[src/rtl/ebb_pkg.sv]
// Shared types, widths and helpers for the embedding bag backward block.
// No dependencies; used by ebb_ctrl, ebb_datapath and embedding_bag_backward.
`default_nettype none

package ebb_pkg;

    localparam int IN_W      = 16;
    localparam int PROD_W    = 32;
    localparam int ACC_W     = 48;
    localparam int ROW_W     = 8;
    localparam int FEAT_W    = 6;
    localparam int CFG_W     = 7;
    localparam int S_TDATA_W = 64;
    localparam int M_TDATA_W = 56;

    localparam logic [CFG_W-1:0] FEAT_LIMIT_RST = 7'd64;
    localparam logic [ACC_W-1:0] ACC_MAX = {1'b0, {(ACC_W-1){1'b1}}};
    localparam logic [ACC_W-1:0] ACC_MIN = {1'b1, {(ACC_W-1){1'b0}}};

    localparam logic KIND_WGRAD = 1'b0;
    localparam logic KIND_STORE = 1'b1;

    localparam logic ACT_ACCUM = 1'b0;
    localparam logic ACT_READ  = 1'b1;

    typedef struct packed {
        logic accept;
        logic fetch;
        logic update;
        logic load_out;
        logic clear_wr;
    } t_cmd;

    typedef struct packed {
        logic clear_last;
        logic has_result;
        logic out_free;
    } t_sts;

    typedef struct packed {
        logic             ovf;
        logic [ACC_W-1:0] val;
    } t_sat;

    function automatic t_sat sat_add(input logic [ACC_W-1:0] acc,
                                     input logic [PROD_W-1:0] add);
        logic [ACC_W:0] s;
        t_sat           r;
        s = {acc[ACC_W-1], acc} + {{(ACC_W+1-PROD_W){add[PROD_W-1]}}, add};
        if (s[ACC_W] != s[ACC_W-1]) begin
            r.ovf = 1'b1;
            r.val = s[ACC_W] ? ACC_MIN : ACC_MAX;
        end else begin
            r.ovf = 1'b0;
            r.val = s[ACC_W-1:0];
        end
        return r;
    endfunction

endpackage

`default_nettype wire

[src/rtl/ebb_ctrl.sv]
// Controller state machine: clearing pass, accept, fetch, update, emit.
// Depends on ebb_pkg (t_cmd, t_sts).
`default_nettype none

module ebb_ctrl (
    input  wire             i_clk,
    input  wire             i_rst_n,
    input  wire             i_in_valid,
    output logic            o_in_ready,
    input  ebb_pkg::t_sts   i_sts,
    output ebb_pkg::t_cmd   o_cmd
);

    typedef enum logic [4:0] {
        ST_CLEAR  = 5'b00001,
        ST_IDLE   = 5'b00010,
        ST_FETCH  = 5'b00100,
        ST_UPDATE = 5'b01000,
        ST_EMIT   = 5'b10000
    } t_state;

    t_state r_state, n_state;

    always_ff @(posedge i_clk) begin
        if (!i_rst_n) begin
            r_state <= ST_CLEAR;
        end else begin
            r_state <= n_state;
        end
    end

    always_comb begin
        n_state    = r_state;
        o_cmd      = '0;
        o_in_ready = 1'b0;
        unique case (r_state)
            ST_CLEAR: begin
                o_cmd.clear_wr = 1'b1;
                if (i_sts.clear_last) begin
                    n_state = ST_IDLE;
                end
            end
            ST_IDLE: begin
                o_in_ready   = 1'b1;
                o_cmd.accept = i_in_valid;
                if (i_in_valid) begin
                    n_state = ST_FETCH;
                end
            end
            ST_FETCH: begin
                o_cmd.fetch = 1'b1;
                n_state     = ST_UPDATE;
            end
            ST_UPDATE: begin
                o_cmd.update = 1'b1;
                n_state      = i_sts.has_result ? ST_EMIT : ST_IDLE;
            end
            ST_EMIT: begin
                if (i_sts.out_free) begin
                    o_cmd.load_out = 1'b1;
                    n_state        = ST_IDLE;
                end
            end
            default: begin
                n_state = ST_CLEAR;
            end
        endcase
    end

endmodule

`default_nettype wire

[config.mk]
export PLATFORM = sky130hd
export DESIGN_NAME = ebb_ctrl
export DESIGN_NICKNAME = d
export VERILOG_FILES = /design/src/rtl/ebb_pkg.sv /design/src/rtl/ebb_ctrl.sv
export SDC_FILE = /design/constraint.sdc
export NUM_CORES = 1
export LEC_CHECK = 0
export BUFFER_PORTS_ARGS = -buffer_cell sky130_fd_sc_hd__buf_2
export CAP_MARGIN = 10
export CORE_AREA = 3 3 40 42
export CTS_BUF_LIST = sky130_fd_sc_hd__clkbuf_2 sky130_fd_sc_hd__clkbuf_4 sky130_fd_sc_hd__clkbuf_8
export DETAILED_ROUTE_END_ITERATION = 7
export DIE_AREA = 0 0 43 45
export GPL_ROUTABILITY_DRIVEN = 1
export GPL_TIMING_DRIVEN = 0
export PLACE_DENSITY = 0.48
export SYNTH_ARGS = -nofsm -noshare
export SYNTH_HDL_FRONTEND = slang
export SYNTH_SLANG_ARGS = --single-unit
[constraint.sdc]
create_clock -name i_clk -period 2.3 [get_ports i_clk]
set_clock_uncertainty 0.2 [all_clocks]
set_input_delay 0.46 -clock i_clk [delete_from_list [all_inputs] [get_ports i_clk]]
set_output_delay 0.46 -clock i_clk [all_outputs]
set_load 0.02 [all_outputs]
Word-level counts from Yosys, hierarchy flattened
Cells that the tools add are included.
{"block": "classes", "magnitude_cmp": 0, "reduce_logical": 1, "shift": 0, "muxes": 12, "n_addsub": 0, "bitwise_logic": 0, "n_eq_ne": 8, "n_div": 0, "n_mul": 0}
{"op": "$pmux 5 s5", "n": 1}
{"op": "$mux 5", "n": 4}
{"op": "$mux 1", "n": 7}
{"op": "$ne 2x2->1 const B", "n": 3}
{"op": "$eq 5x1->1 const B", "n": 1}
{"op": "$eq 5x2->1 const B", "n": 1}
{"op": "$eq 5x3->1 const B", "n": 1}
{"op": "$eq 5x4->1 const B", "n": 1}
{"op": "$eq 5x5->1 const B", "n": 1}
{"op": "$reduce_and 3->1", "n": 1}
{"block": "word_totals", "ff_bits": 5, "romBits": 0, "elab_cells": 22, "inputBits": 6, "memories": 0, "ram_bits": 0, "output_inout_bits": 6, "latch_bits": 0}

Depth between registers and ports, before layout
{"block": "depth", "word_depth": 3, "depth_mapped": 4, "depth_no_buf": 3}

Worst setup path after synthesis
No wires, ideal clock.
{"block": "synth_path", "path_kind": "reg2out", "start": "reg r_state[3]", "end": "out o_cmd[4] (netlist name)", "arrival_ns": 1.456, "path_stages_with_launch": 4, "path_buffers": 0, "setup_slack_ns": 0.184, "t_required_ns": 1.640, "path_cell_list": "dfxtp_1 or3_4 nor3b_2 and2_1"}
{"item": "start: declaration", "line": "ebb_ctrl.sv:22", "text": "t_state r_state, n_state;"}
{"item": "start signal: assignment", "line": "ebb_ctrl.sv:28", "text": "r_state <= n_state;"}
{"item": "end: declaration", "line": "ebb_ctrl.sv:11", "text": "output ebb_pkg::t_cmd o_cmd"}

==> summary.txt <==
Final layout
  – Share of layout cells above drive strength 1: around 40%
  – Max reg flops: 5
  – Non-Filler Instances: 70
  – Largest registers: r_state x5
  – Antenna Cells: 0
  – Largest Register: r_state
  – Commonest non-fill, non-tap cells in the layout: 10 x buf_2, 4 x clkbuf_4, 4 x dfxtp_1
  – Post-route cell area: between 400 and 500 µm²
  – Layout Utilization: roughly 37%
  – Total Nets Final: 62
  – Most common cell after layout, fill and taps aside: buf_2
  – Synthesis-to-finish area growth: 35.4%

CTS
  – Clock latency on the worst-skew pair: approximately 0.24 ns
  – CTS Hold Bufs: 0
  – Clk pin slew, worst setup/hold paths: about 0.040 ns
  – Num CTS Buffers: 3
  – TritonCTS Sinks: 5
  – H-tree Lvls: 1
  – Bufs on Longest Clock Path: 2
  – Clock tree from TritonCTS: done
  – Root Driver: clkbuf_4

Worst setup path
  – Crit path launch type: register
  – Critical path depth: 4
  – Worst setup EP type: output port
  – Worst path bufs/invs: 1
  – Reg2reg setup slack: about 0.46 ns
  – Critical Path Max Stage Delay: about 0.4 ns
  – Cell breakdown of the critical path: or3_4 -> nor3b_4 -> and2_1 -> buf_4
  – R2r worst-path depth: 4
  – Slowest stage cell, crit path: or3_4
  – FF-to-FF End: r_state[1]
  – CP required: ~1.6 ns
  – Max FO, Critical Path: 6
  – Worst Path Arrival: ~1.5 ns
  – R2R Path Start: r_state[3]
  – Crit path max-delay family: simple AND/OR/NAND/NOR gates
  – Worst Setup Path Type: register to output port

Logic synthesis
  – Asr flop ratio synth: 0%
  – Synth warn: 0
  – Synth Register Bits: 5
  – Area contributors post-synth: dfxtp_1 29%, nor4b_1 5.1%, xor2_1 5.1%
  – Post-synthesis cell type count: 24
  – Post-synthesis cell count: 40
  – Mapped cell area: around 350 µm²
  – EDFF count, synth: 0
  – Sequential-to-total area share from yosys stat: between 20% and 30%
  – Post-Synthesis Net Count: 46
  – Post-synth top area cell: dfxtp_1
  – Avg Inst Size Synth: 8.66 µm²
  – Dominant synthesized flop cell: dfxtp_1
  – Top cell type's share of synthesized area: roughly 29%

Power and ir drop
  – Switching Share: 31.5%
  – Comb pwr share: a little under a third
  – Clock network power share: roughly 36%
  – Psw: approximately 0.099 mW
  – Final Power: 0.314 mW
  – Leak Pwr: around 0.22 nW
  – Power Density: approximately 670 nW/µm²
  – Flop pwr share: between 30% and 40%
  – Internal Power: 0.215 mW
  – Peak VDD IR: about 0.30 mV

Die
  – I/O Pins: 12
  – Chip height: 45 µm
  – CORE AREA: around 1300 µm²
  – Die area: slightly below 2000 µm²
  – Initial Util: 27.0%
  – Die Wd: around 43 µm
  – Rows: 13

Placement
  – Final GP Congestion: between 0.6 and 0.7
  – Port bufs: 11
  – Final HPWL DP: a little over 600 µm
  – Worst slack at placement: between 0.2 and 0.25 ns
  – Cell Count Post-Placement: 66
  – Placed inst area: 420 µm²

STA
  – Post-layout min period: about 2.2 ns
  – Worst-Margin Slew: about 0.57 ns
  – Worst relative slew slack: between 60 and 70%
  – Endpoints failing hold: 0
  – WHS: roughly 0.30 ns
  – # setup viols final: 0
  – Tcrit/Tclk final: a little over nine tenths
  – Setup TNS Final: 0 ns
  – RSZ-0062 raised after global routing: no
  – Final critical-path setup slack: around 0.12 ns
  – Slew Limit Fails: 0
  – Fmax: about 0.46 GHz

Worst hold path
  – Worst hold-check path type: primary input to register
  – Hold_sp: i_in_valid
  – Hold Path Stages: 3
  – Hold endpoint: r_state[2]

Route
  – DR vias: around 350
  – Final wirelength: between 700 and 800 µm
  – DRC: 0
  – Drt pass-1 iters: 3
  – Routed len/inst: roughly 11 µm
  – Via/cell ratio: a little under 5
  – Final ANT Viol Nets: 0
  – First DRT Iteration DRCs: 6

GRT
  – Initial antenna violation count: 0
  – Congestion Overflow GR: 0
  – Pin count of the biggest net entering global routing: 11
  – Vias in the first global route: between 300 and 400
  – Total track usage: under 10%
  – First-pass GRT wire length: about 1.3 mm

Job
  – Max-cap violations: 0

Outcome
  – Outcome: completed
layer usage:
metal,GRT usage (%),wire (µm)
met1,12.3,364
met2,13.5,350
met3,7.17,65
met4,1.81,0
met5,0,0
synthesized netlist by cell type, types with 2 or more instances:
cell / n
dfxtp_1: 5
nor2_1: 3
nor3_1: 3
and2_1: 2
and3_1: 2
clkbuf_1: 2
inv_1: 2
nor2b_1: 2
nor4b_1: 2
o21ai_0: 2
xor2_1: 2
layout make-up:
class,instances,area (µm²)
multi-input cells,31,243
fillers,143,816
plain buffers,1,3.75
well taps,15,18.8
repair buffers,12,65.1
clock buffers,4,30.0
flip-flops and latches,5,101
inverters,2,7.51
worst max-delay path by stage:
| stage | to | startpoint |
|---|---|---|
| floorplan | o_cmd[4] | r_state[3] |
| global placement | o_cmd[4] | r_state[3] |
| detailed placement | o_cmd[4] | r_state[3] |
| CTS | o_cmd[4] | r_state[3] |
| global route | o_cmd[4] | r_state[3] |
| finish | o_cmd[4] | r_state[3] |
kinds of logic after synthesis:
family                 share of synthesized area (%)
flip-flops                                      28.9
XOR/XNOR                                        5.06
buffers and inverters                           4.33
AO/OA/AOI/OAI                                   20.2
AND/OR/NAND/NOR                                 41.5
power by group through the flow:
stage / registers (mW) / logic (mW) / clock network [mW]
detailed placement: 0.0986 / 0.101 / 0
finish: 0.106 / 0.0954 / 0.112
floorplan: 0.0980 / 0.0765 / 0
global placement: 0.0984 / 0.101 / 0
CTS: 0.0970 / 0.105 / 0.115
global route: 0.109 / 0.107 / 0.128
worst reg2reg max path, cell delays in order (launching register included):
cell      delay [ns]
dfxtp_1         0.35
or3_4           0.40
buf_4           0.15
or4b_1          0.48
a211oi_2        0.19
repair_timing:
item / CTS / global route
pin swaps: 0 / 2
endpoints found under the setup margin: 1 / 3
buffers inserted: 0 / 1
hold endpoints to repair: 0 / 0
resized for setup: 1 / 3
No activity file was read; power rests on OpenSTA's default activity.
